[src/design/atilt_pkg.sv]
package atilt_pkg;

  localparam int ACC_W  = 16;
  localparam int LIN_W  = ACC_W + 8;
  localparam int SUM_W  = 2 * ACC_W;
  localparam int ROOT_W = 24;
  localparam int REM_W  = ROOT_W + 3;
  localparam int CW     = 27;
  localparam int ZW     = 26;
  localparam int ADDR_W = 4;
  localparam int DATA_W = 32;
  localparam int OUT_W  = 18;

  localparam int DEG180    = 180 * 65536;
  localparam int CENTI     = 100;
  localparam int OUT_LIMIT = 100000;

  localparam logic [1:0] MODE_X = 2'd0;
  localparam logic [1:0] MODE_Y = 2'd1;

  localparam logic [1:0] REG_AXIS_MODE    = 2'd0;
  localparam logic [1:0] REG_ANGLE_GAIN   = 2'd1;
  localparam logic [1:0] REG_ANGLE_OFFSET = 2'd2;

  // atan(2^-i) in 2^-16 degree, rounded to nearest
  localparam int ATAN_TAB [32] = '{
    2949120, 1740967, 919879, 466945, 234379, 117304, 58666, 29335,
    14668, 7334, 3667, 1833, 917, 458, 229, 115,
    57, 29, 14, 7, 4, 2, 1, 0,
    0, 0, 0, 0, 0, 0, 0, 0
  };

  typedef struct packed {
    logic signed [ACC_W-1:0] accel_x;
    logic signed [ACC_W-1:0] accel_y;
    logic signed [ACC_W-1:0] accel_z;
  } in_payload_t;

  typedef struct packed {
    logic signed [OUT_W-1:0] angle_centideg;
    logic                    clipped;
  } out_payload_t;

  // operand context carried alongside the square root
  typedef struct packed {
    logic signed [LIN_W-1:0] lin;
    logic                    sel_z;
    logic                    neg;
  } sq_ctx_t;

endpackage

[src/design/atilt_sqrt.sv]
module atilt_sqrt (
  input  logic                       clk,
  input  logic                       rst_n,
  input  logic                       en,
  input  logic                       in_vld,
  input  logic [atilt_pkg::SUM_W-1:0] in_sum,
  input  atilt_pkg::sq_ctx_t         in_ctx,
  output logic                       out_vld,
  output logic [atilt_pkg::ROOT_W-1:0] out_root,
  output atilt_pkg::sq_ctx_t         out_ctx
);
  import atilt_pkg::*;

  // floor(sqrt(sum * 2^16)), one result bit per stage

  logic [ROOT_W-1:0] vld_r;
  logic [REM_W-1:0]  rem_r  [ROOT_W];
  logic [ROOT_W-1:0] root_r [ROOT_W];
  logic [SUM_W-1:0]  sum_r  [ROOT_W];
  sq_ctx_t           ctx_r  [ROOT_W];

  logic [REM_W-1:0]  p_rem    [ROOT_W];
  logic [ROOT_W-1:0] p_root   [ROOT_W];
  logic [SUM_W-1:0]  p_sum    [ROOT_W];
  sq_ctx_t           p_ctx    [ROOT_W];
  logic [REM_W-1:0]  rem_nxt  [ROOT_W];
  logic [ROOT_W-1:0] root_nxt [ROOT_W];
  logic [SUM_W-1:0]  sum_nxt  [ROOT_W];

  always_comb begin
    logic [REM_W-1:0] rem_sh;
    logic [REM_W-1:0] trial;
    p_rem[0]  = '0;
    p_root[0] = '0;
    p_sum[0]  = in_sum;
    p_ctx[0]  = in_ctx;
    for (int k = 1; k < ROOT_W; k++) begin
      p_rem[k]  = rem_r[k-1];
      p_root[k] = root_r[k-1];
      p_sum[k]  = sum_r[k-1];
      p_ctx[k]  = ctx_r[k-1];
    end
    for (int k = 0; k < ROOT_W; k++) begin
      rem_sh = {p_rem[k][REM_W-3:0], p_sum[k][SUM_W-1:SUM_W-2]};
      trial  = REM_W'({p_root[k], 2'b01});
      if (rem_sh >= trial) begin
        rem_nxt[k]  = rem_sh - trial;
        root_nxt[k] = {p_root[k][ROOT_W-2:0], 1'b1};
      end else begin
        rem_nxt[k]  = rem_sh;
        root_nxt[k] = {p_root[k][ROOT_W-2:0], 1'b0};
      end
      sum_nxt[k] = {p_sum[k][SUM_W-3:0], 2'b00};
    end
  end

  always_ff @(posedge clk) begin
    if (!rst_n) begin
      vld_r <= '0;
    end else if (en) begin
      vld_r <= {vld_r[ROOT_W-2:0], in_vld};
    end
  end

  always_ff @(posedge clk) begin
    if (en) begin
      for (int k = 0; k < ROOT_W; k++) begin
        rem_r[k]  <= rem_nxt[k];
        root_r[k] <= root_nxt[k];
        sum_r[k]  <= sum_nxt[k];
        ctx_r[k]  <= p_ctx[k];
      end
    end
  end

  assign out_vld  = vld_r[ROOT_W-1];
  assign out_root = root_r[ROOT_W-1];
  assign out_ctx  = ctx_r[ROOT_W-1];

endmodule

[config.mk]
export PLATFORM = sky130hd
export DESIGN_NAME = atilt_sqrt
export DESIGN_NICKNAME = d
export VERILOG_FILES = /design/src/design/atilt_pkg.sv /design/src/design/atilt_sqrt.sv
export SDC_FILE = /design/constraint.sdc
export NUM_CORES = 2
export LEC_CHECK = 0
export BUFFER_PORTS_ARGS = -buffer_cell sky130_fd_sc_hd__buf_2
export CELL_PAD_IN_SITES_DETAIL_PLACEMENT = 1
export CELL_PAD_IN_SITES_GLOBAL_PLACEMENT = 2
export CORE_UTILIZATION = 41
export CTS_BUF_LIST = sky130_fd_sc_hd__clkbuf_8
export DETAILED_ROUTE_END_ITERATION = 10
export PLACE_DENSITY_LB_ADDON = 0.1
export SKIP_LAST_GASP = 1
export SYNTH_ARGS = -nofsm -noshare
export SYNTH_HDL_FRONTEND = slang
export SYNTH_SLANG_ARGS = --single-unit
[constraint.sdc]
create_clock -name clk -period 5.7 [get_ports clk]
set_clock_uncertainty 0.15 [all_clocks]
set_input_delay 0 -clock clk [delete_from_list [all_inputs] [get_ports clk]]
set_output_delay 0 -clock clk [all_outputs]
set_load 0.1 [all_outputs]
Word level (Yosys, flattened, before mapping)
Memory sizes are Yosys's and may differ from the RTL's.
Index checks and enable logic that the tools add are counted.
- add/subtract/negate cells: 24
- $mul: 0
- divide/modulo/power cells: 0
- magnitude comparators: 24
- eq/ne operators: 0
- shift operators: 0
- mux-type cells: 50
- bitwise gates (word level): 0
- reduce and logical (&&, ||, !) cells: 0
- operators with widths (cell ; number):
    two-way mux 27 bit ; 24
    greater-or-equal comparator 27 x 26 -> 1 bit ; 23
    subtractor 27 x 26 -> 27 bit ; 23
    two-way mux 1 bit ; 26
    subtractor 2 x 1 -> 3 bit, second input constant ; 1
    greater-or-equal comparator 2 x 1 -> 1 bit, second input constant ; 1
- bits in registers: 24
- latch bits: 0
- memory bits (writable): 2568
- bits in read-only memories: 0
- input port bits: 62
- logic and storage cells: 103
- memories: 4
- memories (memory ; depth ; width ; rd ports ; clocked after Yosys merged registers in ; write ports ; RTL line ; RTL):
    sum_r ; 24 ; 30 ; 23 ; 0 ; 24 ; atilt_sqrt.sv:19 ; logic [SUM_W-1:0] sum_r [ROOT_W];
    rem_r ; 24 ; 27 ; 23 ; 0 ; 24 ; atilt_sqrt.sv:17 ; logic [REM_W-1:0] rem_r [ROOT_W];
    ctx_r ; 24 ; 26 ; 24 ; 0 ; 24 ; atilt_sqrt.sv:20 ; sq_ctx_t ctx_r [ROOT_W];
    root_r ; 24 ; 24 ; 24 ; 0 ; 24 ; atilt_sqrt.sv:18 ; logic [ROOT_W-1:0] root_r [ROOT_W];

Depth between registers and ports, before layout
An unclocked memory read counts as a cell.
- depth after elaboration: 3
- depth in mapped cells: 13
- mapped depth without buffers: 13

Least setup slack after synthesis
OpenSTA, ideal clock, no wires.
- path kind: reg2reg
- start: memory rem_r[2][81] (netlist name)
- end: memory rem_r[2][110] (netlist name), data pin
- arrival: 2.731 ns
- slack: 2.552 ns
- stages on the path, launching flop included: 12
- buffers on the path: 2
- clock period less this slack: 3.148 ns
- cell sequence: edfxtp_1 > ha_1 > a211oi_1 > o21bai_1 > a21oi_1 > o21ai_0 > o21a_1 > o211ai_1 > and3_1 > clkbuf_1 > buf_1 > o21ai_0
- RTL lines (item ; RTL line):
    from (decl) ; atilt_sqrt.sv:17

==> out/metrics.sh <==
STATUS='complete, no violations'
CRITICAL_PATH_BUF_INV_COUNT=1
SYNTH-COMPOUND-AREA-SHARE_PCT=7.50
START_KIND='register'
INITIAL_UTILIZATION_PCT=41.3
CTS-RESIZED-GATES=0
VIAS_PER_CELL=4.95
CP_MOST_FREQUENT_CELL='sky130_fd_sc_hd__or3_1'
CRIT_PATH_MAX_FANOUT=20
ROWS=155
PLACED_WIRE_LENGTH_ESTIMATE_AFTER_DETAILED_PLACEMENT_UM=97000
CTS_TREE='yes'
COMB_POWER_SHARE_PCT=15.4
PIN_COUNT_OF_THE_BIGGEST_NET_ENTERING_GLOBAL_ROUTING=163
LAYOUT.FILLER_CELLS=17800
WL_PER_CELL_UM=17.7
CRITICAL_PATH_START_END_CLASSIFICATION='reg -> reg'
SYNTH_TOP_CELLS_BY_COUNT='sky130_fd_sc_hd__edfxtp_1, sky130_fd_sc_hd__inv_1, sky130_fd_sc_hd__nor2_1, sky130_fd_sc_hd__ha_1, sky130_fd_sc_hd__nand2_1'
SYN_AREA_UM2=73500
PORT_BUFFERS=112
SYNTH_TOP_CELLS_BY_AREA='sky130_fd_sc_hd__edfxtp_1, sky130_fd_sc_hd__ha_1, sky130_fd_sc_hd__xor2_1, sky130_fd_sc_hd__xnor2_1, sky130_fd_sc_hd__inv_1'
CAP_VIOL_MAX_COUNT=0
PATH_CELLS='or3_1 > or3_1 > nor3_1 > and3_1 > o21a_1 > nand4_1 > buf_4 > nor2_1 > a21oi_1'
DRT_FIRST_PASS_ITERS=7
HOLD_CLASS='in -> reg'
FIN_TNS_SETUP_NS=0
POWER_FRAC_SEQ_PCT=51.8
SYNTH_TOP_CELL_AREA_SHARE_PCT=69.4
POWER.DENSITY_CELL_AREA_nW_PER_UM2=376
SYNTH_TOP_FAMILY_BY_AREA='simple AND/OR/NAND/NOR gates'
POST_SYNTH_XOR_AREA_FRACTION_PCT=4.87
WORSTMARGINPINSLEW_NS=1.17
POSTSYNTH.TOPFLOPCELL='sky130_fd_sc_hd__edfxtp_1'
INITIALDRTVIOLATIONCOUNT=1894
DRT.ANTENNA.VIOLATING_NETS=0
TRITONCTS.NUM_BUFFERS=315
SYNTH_SEQ_AREA_SHARE_PCT=70.0
CRITICAL-PATH-SLOWEST-CELL='sky130_fd_sc_hd__nand4_1'
DIE_AREA_UM2=181000
NUM_IO_PINS=113
H-TREE-DEPTH=5
CRITPATHARRIVALTIME_NS=4.48
FP.DIEW_UM=425
CLK_PIN_SLEW_NS=0.06
TIMING.CRITICAL_PATH.REQUIRED_NS=6.31
NUMBER_OF_NETS_IN_THE_LAYOUT=6061
ASYNCSETRESETFLOPFRACSYNTH_PCT=0
SYNTH_SEQ_CELLS=1723
CELL_WITH_THE_MOST_INSTANCES_AFTER_SYNTHESIS='sky130_fd_sc_hd__edfxtp_1'
AREA_DELTA_SYNTH_FINAL_PCT=14.5
SYN-MEAN-INSTANCE-AREA_UM2=14.3
CLOCKBUFFERDEPTH=4
P_SW_SHARE_PCT=26.9
TIMING_HOLD_VIOLATIONS_FINAL=0
FINAL_LAYOUT_SIZE_SUFFIX_GT1_SHARE_PCT=10.7
FINALCRITICALPERIOD_NS=3.87
GRTUSAGETOTAL_PCT=16.2
CLKSINKCOUNT=1723
ANTENNA_FOUND_INITIAL=3
MULTI_INPUT_AREA_UM2=20100
ROUTABILITYCONGESTION=0.837
SYNTH_ADDER_AREA_SHARE_PCT=5.47
YS_WARN_COUNT=0
POWER.STATIC_LEAKAGE_nW=32.0
TIMING.FMAX_GHz=0.258
CORE_REGION_AREA_UM2=178000
ROUTE.DETAILED.DRC=0
FF_LATCH_AREA_UM2=51500
MAX_SLEW_HEADROOM_AT_THE_WORST_PIN_PCT=22.2
CTSROOTBUFFERMASTER='sky130_fd_sc_hd__clkbuf_8'
DIE_H_UM=425
YOSYSTOPAREACELL='sky130_fd_sc_hd__edfxtp_1'
VIA_COUNT=40800
YS_TYPES=86
SYNTH_ENABLE_FLOP_CELLS=1699
VDD.IR_DROP.WORST_V=0.000221
SYNTH_FP_NETS=5514
POST_SYNTHESIS_CELLS=5135
FINALSETUPVIOLCOUNT=0
SETUP.WORST_PATH.END_CLASS='register'
TIMING.FINAL.CRIT_SHARE_PCT=67.9
GRT_PASS1_VIAS=43300
MUXSHAREOFSYNTHAREA_PCT=1.17
SYNTH_SIMPLE_GATE_AREA_SHARE_PCT=8.21
WORST_PATH_DOMINANT_CELL_FAMILY='simple AND/OR/NAND/NOR gates'
POWER.SWITCHING_mW=8.51
POST_CTS_SETUP_INSERTS=0
HOLD_WS_NS=0.172
P_INT_mW=23.2
FINALMAXSLEWVIOLATIONS=0
CLOCK_LATENCY_NS=1.02
HOLD_BUFFERS=179
SLOWEST_CELL_DELAY_ON_CRITICAL_PATH_NS=0.82
P_CLK_SHARE_PCT=32.8
OVERFLOW=0
TOTAL_WIRELENGTH_UM=146000
GRT_PASS1_WL_UM=232000
GRT_SETUP_UNREPAIRED='no'
==> cell usage in the layout (no fill, tap or decap), types with 54 or more instances in the layout <==
cell type	instances
sky130_fd_sc_hd__inv_1	484
sky130_fd_sc_hd__nand2_1	299
sky130_fd_sc_hd__dlygate4sd3_1	178
sky130_fd_sc_hd__ha_1	310
sky130_fd_sc_hd__xor2_1	206
sky130_fd_sc_hd__buf_2	111
sky130_fd_sc_hd__nand3_1	72
sky130_fd_sc_hd__o21ai_0	208
sky130_fd_sc_hd__o21a_1	64
sky130_fd_sc_hd__or3_1	58
sky130_fd_sc_hd__nor2b_1	74
sky130_fd_sc_hd__xnor2_1	203
sky130_fd_sc_hd__edfxtp_1	1699
sky130_fd_sc_hd__nand2b_1	54
sky130_fd_sc_hd__a21o_1	103
sky130_fd_sc_hd__nor4_1	54
sky130_fd_sc_hd__clkinv_1	65
sky130_fd_sc_hd__nor3_1	105
sky130_fd_sc_hd__nor2_1	317
sky130_fd_sc_hd__a21oi_1	283
sky130_fd_sc_hd__clkbuf_8	322
==> worst paths after layout <==
path                            slack (ns)             to           from  cells after the start
worst max-delay path                  1.83  rem_r[1][190]  rem_r[1][178]                      9
worst min-delay path                  0.17    sum_r[0][2]      in_sum[2]                      3
worst max register to register        1.83  rem_r[1][190]  rem_r[1][178]                      9
worst min register to register        0.23   ctx_r[1][61]   ctx_r[1][35]                      0
==> logic make-up (layout without fill, tap and decap cells) <==
| group | Yosys count | in the layout |
|---|---|---|
| DFF | 1723 | 1723 |
| and+or+nand+nor | 1214 | 1214 |
| AOI/OAI and AO/OA | 888 | 888 |
| buffers and inverters | 503 | 1247 |
| xor gates and xnor gates | 409 | 409 |
| adders and majority gates | 317 | 317 |
| muxes | 80 | 80 |
| other | 1 | 2 |
==> per-layer routing <==
layer  GRT usage [%]  routed length (um)  share of wire (%)  vias to the layer above
met5               0                   0                  0                        -
met4            5.92                3960                2.7                        0
met3            3.38                5500                3.8                      272
met2            26.8               69000                 47                      609
met1            21.0               67100                 46                    19800
li1                -                   -                  -                    20100
==> registers in the layout, indices dropped and copies added, names as in the netlist <==
name	count
vld_r	24
ctx_r	624
rem_r	535
root_r	300
sum_r	240
==> worst min-delay path, delay by kind of cell <==
| kind | cells | cell delay (ns) |
|---|---|---|
| buffers and inverters | 3 | 1.20 |
==> power by group through the flow <==
stage	clock (mW)	sequential (mW)	combinational, mW
final	10.4	16.4	4.88
after floorplan	0	16.4	3.48
after global routing	11.4	16.6	5.50
after detailed placement	0	16.7	4.81
after global placement	0	16.7	4.76
after CTS	10.9	16.5	4.94
==> area by class of cell <==
class,instances,share of cell area [%]
Inverter,403,1.80
Antenna cell,1,0.00297
Multi-Input combinational cell,2909,23.8
Sequential cell,1723,61.2
Clock buffer,322,5.26
Tap cell,2355,3.50
Timing Repair Buffer,330,3.28
Clock inverter,192,1.17
==> stage by stage <==
stage          cell area, um2  worst slack (ns)  utilization, %  cells  total power, mW
6_report                84200              1.83            47.3   8235             31.7
5_1_grt                 84200              1.47            47.3   8235             33.5
4_1_cts                 84200              1.80            47.3   8234             32.3
3_5_place_dp            77000              1.82            43.2   7541             21.5
3_3_place_gp            77000              1.88            43.2   7541             21.4
2_1_floorplan           73500              2.55               -   5135             19.8
Note: power is estimated with default switching activity, not from simulation.
